### src/sv/fcbf_pkg.sv
`default_nettype none
// ----------------------------------------------------------------------------
// fcbf_pkg
// Shared types and constants of the flow-controlled byte FIFO.
// ----------------------------------------------------------------------------
package fcbf_pkg;

  localparam int unsigned DEPTH_DEFAULT = 64;

  localparam int unsigned ACT_W  = 3;
  localparam int unsigned BYTE_W = 8;
  localparam int unsigned LEN_W  = 7;
  localparam int unsigned CNT_W  = 7;
  localparam int unsigned TOT_W  = 32;

  localparam logic [CNT_W-1:0] CAP_RESET = 7'd64;

  // action field codes
  localparam logic [ACT_W-1:0] ACT_WRITE = 3'd0;
  localparam logic [ACT_W-1:0] ACT_READ  = 3'd1;
  localparam logic [ACT_W-1:0] ACT_PEEK  = 3'd2;
  localparam logic [ACT_W-1:0] ACT_POP   = 3'd3;
  localparam logic [ACT_W-1:0] ACT_END   = 3'd4;

  typedef enum logic [2:0] {
    OP_WRITE,
    OP_READ,
    OP_PEEK,
    OP_POP,
    OP_END,
    OP_NONE
  } op_e;

  typedef struct packed {
    op_e               op;
    logic [BYTE_W-1:0] data;
    logic [LEN_W-1:0]  len;
  } cmd_t;

  typedef struct packed {
    logic [BYTE_W-1:0] data_out;
    logic              data_valid;
    logic              last;
    logic              write_accepted;
    logic [CNT_W-1:0]  fill_count;
    logic [CNT_W-1:0]  space_left;
    logic              input_closed;
    logic              stream_done;
    logic [TOT_W-1:0]  total_written;
    logic [TOT_W-1:0]  total_read;
  } result_t;

endpackage
`default_nettype wire

### src/sv/fcbf_front.sv
`default_nettype none
// ----------------------------------------------------------------------------
// fcbf_front
// Accepts input items, decodes the action and holds them in a two-entry
// command queue for the back end.
// ----------------------------------------------------------------------------
module fcbf_front (
  input  wire logic                     clk_i,
  input  wire logic                     rst_ni,
  input  wire logic                     push,
  output logic                          full,
  input  wire logic [fcbf_pkg::ACT_W-1:0]  action_i,
  input  wire logic [fcbf_pkg::BYTE_W-1:0] data_byte_i,
  input  wire logic [fcbf_pkg::LEN_W-1:0]  length_i,
  output logic                          cmd_valid_o,
  output fcbf_pkg::cmd_t                cmd_o,
  input  wire logic                     cmd_pop_i
);
  import fcbf_pkg::*;

  cmd_t       entry_q [2];
  logic       wr_ptr_q, wr_ptr_d;
  logic       rd_ptr_q, rd_ptr_d;
  logic [1:0] count_q, count_d;
  logic       do_push, do_pop;
  op_e        op;

  always_comb begin
    unique case (action_i)
      ACT_WRITE: op = OP_WRITE;
      ACT_READ:  op = OP_READ;
      ACT_PEEK:  op = OP_PEEK;
      ACT_POP:   op = OP_POP;
      ACT_END:   op = OP_END;
      default:   op = OP_NONE;
    endcase
  end

  assign full        = (count_q == 2'd2);
  assign do_push     = push && !full;
  assign cmd_valid_o = (count_q != 2'd0);
  assign do_pop      = cmd_pop_i && cmd_valid_o;
  assign cmd_o       = entry_q[rd_ptr_q];

  always_comb begin
    wr_ptr_d = do_push ? !wr_ptr_q : wr_ptr_q;
    rd_ptr_d = do_pop ? !rd_ptr_q : rd_ptr_q;
    count_d  = count_q + 2'(do_push) - 2'(do_pop);
  end

  always_ff @(posedge clk_i or negedge rst_ni) begin
    if (!rst_ni) begin
      wr_ptr_q <= 1'b0;
      rd_ptr_q <= 1'b0;
      count_q  <= 2'd0;
    end else begin
      wr_ptr_q <= wr_ptr_d;
      rd_ptr_q <= rd_ptr_d;
      count_q  <= count_d;
    end
  end

  always_ff @(posedge clk_i) begin
    if (do_push) begin
      entry_q[wr_ptr_q] <= '{op: op, data: data_byte_i, len: length_i};
    end
  end

endmodule
`default_nettype wire

### src/sv/fcbf_back.sv
`default_nettype none
// ----------------------------------------------------------------------------
// fcbf_back
// Executes commands against the ring buffer and produces result items.
// Holds the byte memory, pointers, fill count, totals and capacity register.
// ----------------------------------------------------------------------------
module fcbf_back #(
  parameter int unsigned DEPTH = fcbf_pkg::DEPTH_DEFAULT
) (
  input  wire logic                       clk_i,
  input  wire logic                       rst_ni,
  input  wire logic                       cfg_we_i,
  input  wire logic [fcbf_pkg::CNT_W-1:0] cfg_data_i,
  input  wire logic                       cmd_valid_i,
  input  wire fcbf_pkg::cmd_t             cmd_i,
  output logic                            cmd_pop_o,
  input  wire logic                       res_full_i,
  output logic                            res_push_o,
  output fcbf_pkg::result_t               res_o
);
  import fcbf_pkg::*;

  localparam int unsigned PW = (DEPTH > 1) ? $clog2(DEPTH) : 1;
  localparam logic [PW-1:0]    PTR_LAST = PW'(DEPTH - 1);
  localparam logic [7:0]       DEPTH_W  = 8'(DEPTH);
  localparam logic [CNT_W-1:0] DEPTH_C  = CNT_W'(DEPTH);

  localparam logic ST_IDLE = 1'b0;
  localparam logic ST_RD   = 1'b1;

  logic [BYTE_W-1:0] mem [DEPTH];
  logic [BYTE_W-1:0] rdata_q;

  logic             st_q, st_d;
  logic [PW-1:0]    rp_q, rp_d;
  logic [PW-1:0]    pos_q, pos_d, pos_next;
  logic [CNT_W-1:0] occ_q, occ_d;
  logic [CNT_W-1:0] cnt_q, cnt_d;
  logic             is_read_q, is_read_d;
  logic             ended_q, ended_d;
  logic [TOT_W-1:0] wt_q, wt_d;
  logic [TOT_W-1:0] rt_q, rt_d;
  logic [CNT_W-1:0] cap_q, eff_cap;

  logic [CNT_W-1:0] n_avail;
  logic [7:0]       waddr_sum, pop_sum;
  logic [PW-1:0]    waddr, pop_ptr, raddr;
  logic             mem_we, wr_ok;
  logic             room;
  logic             r_valid, r_acc;
  logic [BYTE_W-1:0] r_byte;

  assign room    = !res_full_i;
  assign eff_cap = (cap_q > DEPTH_C) ? DEPTH_C : cap_q;
  assign n_avail = (cmd_i.len < occ_q) ? cmd_i.len : occ_q;
  assign wr_ok   = !ended_q && (occ_q < eff_cap);

  // both sums stay below twice the depth: one conditional subtract wraps them
  assign waddr_sum = 8'(rp_q) + 8'(occ_q);
  assign waddr     = PW'((waddr_sum >= DEPTH_W) ? waddr_sum - DEPTH_W : waddr_sum);
  assign pop_sum   = 8'(rp_q) + 8'(n_avail);
  assign pop_ptr   = PW'((pop_sum >= DEPTH_W) ? pop_sum - DEPTH_W : pop_sum);
  assign pos_next  = (pos_q == PTR_LAST) ? '0 : pos_q + PW'(1);

  always_comb begin
    st_d      = st_q;
    rp_d      = rp_q;
    pos_d     = pos_q;
    occ_d     = occ_q;
    cnt_d     = cnt_q;
    is_read_d = is_read_q;
    ended_d   = ended_q;
    wt_d      = wt_q;
    rt_d      = rt_q;
    mem_we    = 1'b0;
    cmd_pop_o = 1'b0;
    res_push_o = 1'b0;
    r_valid   = 1'b0;
    r_acc     = 1'b0;
    r_byte    = '0;
    raddr     = rp_q;

    unique case (st_q)
      ST_IDLE: begin
        if (cmd_valid_i && room) begin
          cmd_pop_o = 1'b1;
          unique case (cmd_i.op)
            OP_WRITE: begin
              res_push_o = 1'b1;
              if (wr_ok) begin
                mem_we = 1'b1;
                occ_d  = occ_q + CNT_W'(1);
                wt_d   = wt_q + TOT_W'(1);
                r_acc  = 1'b1;
              end
            end
            OP_READ, OP_PEEK: begin
              if (n_avail == '0) begin
                res_push_o = 1'b1;
              end else begin
                // start streaming; first byte lands in rdata_q next cycle
                st_d      = ST_RD;
                pos_d     = rp_q;
                cnt_d     = n_avail;
                is_read_d = (cmd_i.op == OP_READ);
              end
            end
            OP_POP: begin
              res_push_o = 1'b1;
              rp_d  = pop_ptr;
              occ_d = occ_q - n_avail;
              rt_d  = rt_q + TOT_W'(n_avail);
            end
            OP_END: begin
              res_push_o = 1'b1;
              ended_d    = 1'b1;
            end
            default: begin
              res_push_o = 1'b1;
            end
          endcase
        end
      end
      ST_RD: begin
        raddr = pos_q;
        if (room) begin
          res_push_o = 1'b1;
          r_valid    = 1'b1;
          r_byte     = rdata_q;
          raddr      = pos_next;
          pos_d      = pos_next;
          cnt_d      = cnt_q - CNT_W'(1);
          if (is_read_q) begin
            rp_d  = pos_next;
            occ_d = occ_q - CNT_W'(1);
            rt_d  = rt_q + TOT_W'(1);
          end
          if (cnt_q == CNT_W'(1)) begin
            st_d = ST_IDLE;
          end
        end
      end
      default: st_d = ST_IDLE;
    endcase
  end

  // status fields always reflect the state after this result
  always_comb begin
    res_o.data_out       = r_byte;
    res_o.data_valid     = r_valid;
    res_o.last           = !r_valid || (cnt_q == CNT_W'(1));
    res_o.write_accepted = r_acc;
    res_o.fill_count     = occ_d;
    res_o.space_left     = (eff_cap > occ_d) ? eff_cap - occ_d : '0;
    res_o.input_closed   = ended_d;
    res_o.stream_done    = ended_d && (occ_d == '0);
    res_o.total_written  = wt_d;
    res_o.total_read     = rt_d;
  end

  always_ff @(posedge clk_i or negedge rst_ni) begin
    if (!rst_ni) begin
      st_q      <= ST_IDLE;
      rp_q      <= '0;
      pos_q     <= '0;
      occ_q     <= '0;
      cnt_q     <= '0;
      is_read_q <= 1'b0;
      ended_q   <= 1'b0;
      wt_q      <= '0;
      rt_q      <= '0;
      cap_q     <= CAP_RESET;
    end else begin
      st_q      <= st_d;
      rp_q      <= rp_d;
      pos_q     <= pos_d;
      occ_q     <= occ_d;
      cnt_q     <= cnt_d;
      is_read_q <= is_read_d;
      ended_q   <= ended_d;
      wt_q      <= wt_d;
      rt_q      <= rt_d;
      if (cfg_we_i) begin
        cap_q <= cfg_data_i;
      end
    end
  end

  always_ff @(posedge clk_i) begin
    if (mem_we) begin
      mem[waddr] <= cmd_i.data;
    end
    rdata_q <= mem[raddr];
  end

endmodule
`default_nettype wire

### src/sv/fcbf_res_queue.sv
`default_nettype none
// ----------------------------------------------------------------------------
// fcbf_res_queue
// Two-entry result queue that decouples the back end from the consumer.
// ----------------------------------------------------------------------------
module fcbf_res_queue (
  input  wire logic              clk_i,
  input  wire logic              rst_ni,
  input  wire logic              wr_i,
  input  wire fcbf_pkg::result_t wdata_i,
  output logic                   full_o,
  output logic                   empty,
  input  wire logic              pop,
  output fcbf_pkg::result_t      rdata_o
);
  import fcbf_pkg::*;

  result_t    entry_q [2];
  logic       wr_ptr_q, rd_ptr_q;
  logic [1:0] count_q;
  logic       do_wr, do_rd;

  assign full_o  = (count_q == 2'd2);
  assign empty   = (count_q == 2'd0);
  assign do_wr   = wr_i && !full_o;
  assign do_rd   = pop && !empty;
  assign rdata_o = entry_q[rd_ptr_q];

  always_ff @(posedge clk_i or negedge rst_ni) begin
    if (!rst_ni) begin
      wr_ptr_q <= 1'b0;
      rd_ptr_q <= 1'b0;
      count_q  <= 2'd0;
    end else begin
      if (do_wr) wr_ptr_q <= !wr_ptr_q;
      if (do_rd) rd_ptr_q <= !rd_ptr_q;
      count_q <= count_q + 2'(do_wr) - 2'(do_rd);
    end
  end

  always_ff @(posedge clk_i) begin
    if (do_wr) begin
      entry_q[wr_ptr_q] <= wdata_i;
    end
  end

endmodule
`default_nettype wire

### src/sv/flow_controlled_byte_fifo.sv
`default_nettype none
// ----------------------------------------------------------------------------
// flow_controlled_byte_fifo
// Bounded byte FIFO with capacity limit, end-of-input and status results.
// ----------------------------------------------------------------------------
// Items enter through a queue interface (push/full) and results leave through
// another (empty/pop); a two-entry command queue and a two-entry result queue
// let each side stall on its own. Write, pop, end-input and unknown actions
// each give one result. A read or peek gives one result per delivered byte,
// min(length, fill) of them after a setup step, or one if it finds nothing;
// bytes are paced by the single read port of the byte memory, and no new
// command is taken until the last is out. Every result carries the status
// after its own effect. The user must write the capacity register over the
// cfg_valid_i/cfg_ready_o channel only while idle; the block does not check.
module flow_controlled_byte_fifo #(
  parameter int unsigned DEPTH = fcbf_pkg::DEPTH_DEFAULT
) (
  input  wire logic       clk_i,
  input  wire logic       rst_ni,
  input  wire logic       cfg_valid_i,
  output logic            cfg_ready_o,
  input  wire logic [6:0] cfg_data_i,
  input  wire logic       push,
  output logic            full,
  input  wire logic [2:0] action_i,
  input  wire logic [7:0] data_byte_i,
  input  wire logic [6:0] length_i,
  output logic            empty,
  input  wire logic       pop,
  output logic [7:0]      data_out_o,
  output logic            data_valid_o,
  output logic            last_o,
  output logic            write_accepted_o,
  output logic [6:0]      fill_count_o,
  output logic [6:0]      space_left_o,
  output logic            input_closed_o,
  output logic            stream_done_o,
  output logic [31:0]     total_written_o,
  output logic [31:0]     total_read_o
);
  import fcbf_pkg::*;

  cmd_t    cmd;
  logic    cmd_valid, cmd_pop;
  result_t res_in, res_out;
  logic    res_push, res_full;

  assign cfg_ready_o = 1'b1;

  fcbf_front u_front (
    .clk_i       (clk_i),
    .rst_ni      (rst_ni),
    .push        (push),
    .full        (full),
    .action_i    (action_i),
    .data_byte_i (data_byte_i),
    .length_i    (length_i),
    .cmd_valid_o (cmd_valid),
    .cmd_o       (cmd),
    .cmd_pop_i   (cmd_pop)
  );

  fcbf_back #(
    .DEPTH (DEPTH)
  ) u_back (
    .clk_i       (clk_i),
    .rst_ni      (rst_ni),
    .cfg_we_i    (cfg_valid_i && cfg_ready_o),
    .cfg_data_i  (cfg_data_i),
    .cmd_valid_i (cmd_valid),
    .cmd_i       (cmd),
    .cmd_pop_o   (cmd_pop),
    .res_full_i  (res_full),
    .res_push_o  (res_push),
    .res_o       (res_in)
  );

  fcbf_res_queue u_res_queue (
    .clk_i   (clk_i),
    .rst_ni  (rst_ni),
    .wr_i    (res_push),
    .wdata_i (res_in),
    .full_o  (res_full),
    .empty   (empty),
    .pop     (pop),
    .rdata_o (res_out)
  );

  assign data_out_o       = res_out.data_out;
  assign data_valid_o     = res_out.data_valid;
  assign last_o           = res_out.last;
  assign write_accepted_o = res_out.write_accepted;
  assign fill_count_o     = res_out.fill_count;
  assign space_left_o     = res_out.space_left;
  assign input_closed_o   = res_out.input_closed;
  assign stream_done_o    = res_out.stream_done;
  assign total_written_o  = res_out.total_written;
  assign total_read_o     = res_out.total_read;

endmodule
`default_nettype wire

### config.mk
export PLATFORM = sky130hd
export DESIGN_NAME = flow_controlled_byte_fifo
export DESIGN_NICKNAME = d
export VERILOG_FILES = /design/src/sv/fcbf_pkg.sv /design/src/sv/fcbf_front.sv /design/src/sv/fcbf_back.sv /design/src/sv/fcbf_res_queue.sv /design/src/sv/flow_controlled_byte_fifo.sv
export SDC_FILE = /design/constraint.sdc
export NUM_CORES = 1
export LEC_CHECK = 0
export BUFFER_PORTS_ARGS = -buffer_cell sky130_fd_sc_hd__buf_2
export CAP_MARGIN = 20
export CORE_MARGIN = 1
export CORE_UTILIZATION = 60
export CTS_BUF_LIST = sky130_fd_sc_hd__clkbuf_8
export DETAILED_ROUTE_END_ITERATION = 7
export GPL_TIMING_DRIVEN = 0
export PLACE_DENSITY_LB_ADDON = 0.1
export SLEW_MARGIN = 20
export SYNTH_ARGS = -nofsm -noshare
export SYNTH_HDL_FRONTEND = slang
export SYNTH_SLANG_ARGS = --single-unit
### constraint.sdc
create_clock -name clk_i -period 15.9 [get_ports clk_i]
set_input_delay 3.975 -clock clk_i [delete_from_list [all_inputs] [get_ports clk_i]]
set_output_delay 3.975 -clock clk_i [all_outputs]
set_load 0.01 [all_outputs]
==> impl_results.md <==
- Largest family of logic cells by synthesized area: multiplexers
- Core area: slightly below 0.06 mm²
- Max Fclk: 0.137 GHz
- Clock slew at reported path FFs: 60 ps
- Post-Synth XOR/XNOR Area: about 2.7%
- FF/Latch Area: approximately 0.025 mm²
- Status: finished, final reports clean
- Antenna Nets Post-Route: 0
- Flops & latches, synth: around 850
- Top cells by area, synth: edfxtp_1, mux4_2, dfrtp_1, mux2_2, mux2i_1
- GPL Wtd Cong: between 0.9 and 1
- Netlist area before placement: about 0.036 mm²
- DRC: 0
- Period utilization: roughly 46%
- Hold Buf Count CTS: 0
- Clock Latency Late Sink: roughly 790 ps
- I/O pin count: 124
- Avg Cell Area, Syn: about 17 µm²
- Synth Area in Compound Gates: under 10%
- Synthesized netlist cell count: 2067
- Drt wl/cell: 23.7 µm
- Worst slew margin: a little under a third
- Layout Nets: approximately 2.4k
- Die footprint: between 0.06 and 0.07 mm²
- Initial antenna violation count: 1
- Primary FF master, synth: edfxtp_1
- Largest net degree at the start of global routing: between 70 and 80
- Clock Tree Root: clkbuf_8
- Worst-Margin Slew: slightly above 1000 ps
- Die X: about 250 µm
- Vias in the first global route: ~20k
- Critical Path Source Type: flop
- Mux cell area share after synthesis: 15.5%
- Clock Path Buffers: 3
- Global-route wire length before repair: ~120000 µm
- Seq/Total Area, Yosys: between 60% and 70%
- Clock Sinks: about 850
- Via Count: 19.2k
- Final WL: approximately 76000 µm
- Setup TNS: 0 ps
- Yosys warns: 0
- Drt via density: 5.99
- Grt ovf: 0
- Multi-input logic area: around 0.01 mm²
- Setup Fix Bufs, Post-CTS: 0
- Final HPWL DP: 49800 µm
- Final Max Tran Viols: 0
- Placed Instances: 2960
- Height of the die: 245 µm
- Layout cells sized above 1: about 25%
- CP arrival: between 7000 and 8000 ps
- Detailed Routing Iterations Pass 1: 7
- Most common cell after layout, fill and taps aside: edfxtp_1
- RSZ-0062 raised after global routing: false
- Unique masters post-synth: 86
- Yosys top cell by area: edfxtp_1
- Area growth, synth to finish: 12.1%
- Skew final: 33.5 ps
- Crit path kind: flop to flop
- Simple-gate share of the synthesized area: under 10%
- Final Non-Filler Cells: around 3.2k
- Port-buffer cells: roughly 120
- Initial Utilization: between 60% and 70%
- Crit-path max FO: 10
- Adder-Cell Fraction of Synth Area: between 1.5 and 2%
- Mapped Nets: ~2.1k
- Worst endpoint required time: approximately 16000 ps
- # fillers: roughly 3.9k
- Final Setup Violations: 0
- # resized after CTS: 0
- CTS buffer count: 136
- Async set or reset register ratio after synthesis: ~13%
- H-Tree Depth: 4
- Top cell type's share of synthesized area: between 60% and 70%
- Max-cap violations: 0
- Critical path endpoint category: flop
- Hold Path Class: flop to flop
- CTS tree: built
- Most frequent cells in the layout: edfxtp_1, buf_2, clkbuf_8
- 1st-iter DRT viols: ~1.7k
- Num rows: slightly below 90
- Total track usage: roughly a quarter
- EDFF count, synth: between 700 and 800
- Final min period: between 7000 and 8000 ps
- Final Hold Viols: 0
cell type report:
cell class,count,area share [%]
Antenna cell,3,0.0188
Buffer,83,0.964
Clock buffer,144,4.97
Clock inverter,99,1.37
Inverter,48,0.455
Multi-Input combinational cell,1090,25.7
Sequential cell,846,62.2
Tap cell,765,2.40
Timing Repair Buffer,128,1.93
through the flow:
step	hold slack, ps	utilization, %	area [µm²]	setup slack [ps]
finish	496	68.6	39900	8600
global route	510	68.6	39900	8290
detailed placement	489	64.2	37300	8710
CTS	497	68.5	39800	8700
global placement	469	63.8	37100	5400
floorplan	454	-	35600	8470
cells by family after synthesis:
kind of cell,count (synthesis)
flip-flops,846
AO/OA/AOI/OAI,169
other,1
adder cells (fa/ha/maj),52
XOR/XNOR,108
AND/OR/NAND/NOR,386
multiplexers,374
buffers and inverters,131
critical path, stage by stage (launching register included):
cell and delay (ps):
dfrtp_1 340, buf_6 130, buf_6 150, mux2i_1 630, inv_1 200, ha_1 330
o21ai_1 300, a221o_1 340, nand3_1 340, o21ai_0 930, ha_1 360, inv_1 80
a21oi_1 120, a41o_1 130, a21oi_1 50, o21a_1 200, xor2_1 180, o221ai_1 450
inv_1 90, ha_1 350, a21boi_0 160, o21ai_0 160, nand2_1 90, and2_1 180
o21a_1 170, o22ai_1 420, nor2_1 160
worst paths after layout:
path / from / cells after the start / to / slack (ps)
min in group asynchronous: rst_ni / 1 / u_back.wt_q[31]$_DFF_PN0_ / 3090
setup reg to reg: u_front.rd_ptr_q$_DFFE_PN0P_ / 26 / u_res_queue.entry_q[0][68]$_DFFE_PP_ / 8600
max in group asynchronous: rst_ni / 2 / u_back.rt_q[30]$_DFF_PN0_ / 12060
hold reg to reg: u_back.rt_q[24]$_DFF_PN0_ / 1 / u_back.rt_q[24]$_DFF_PN0_ / 500
hold / removal: u_back.rt_q[24]$_DFF_PN0_ / 1 / u_back.rt_q[24]$_DFF_PN0_ / 500
setup / recovery: u_front.rd_ptr_q$_DFFE_PN0P_ / 26 / u_res_queue.entry_q[0][68]$_DFFE_PP_ / 8600
per-layer routing:
layer | GRT usage [%] | share of wire, % | up-vias
li1 | - | - | 8640
met1 | 34.7 | 40 | 9773
met2 | 43.2 | 50 | 652
met3 | 5.01 | 6.4 | 135
met4 | 9.97 | 2.9 | 0
met5 | 0 | 0 | -
Yosys cell counts, drive strengths merged, types with 43 or more instances:
cell	instances
a21oi	47
buf	43
dfrtp	107
edfxtp	730
ha	44
inv	46
mux2	115
mux2i	131
mux4	128
nand2	95
nor2	125
xnor2	73
sequential cells by signal, summed over array words and instances (netlist names), 7 cells and up:
name / flops
u_back.cap_q: 7
u_back.cnt_q: 7
u_back.mem: 512
u_back.occ_q: 7
u_back.rdata_q: 8
u_back.rt_q: 32
u_back.wt_q: 32
u_front.entry_q: 36
u_res_queue.entry_q: 182
Power is left out: the tool's default activity adds up to more than one toggle a clock period on the data nets, which glitch-free logic cannot reach.
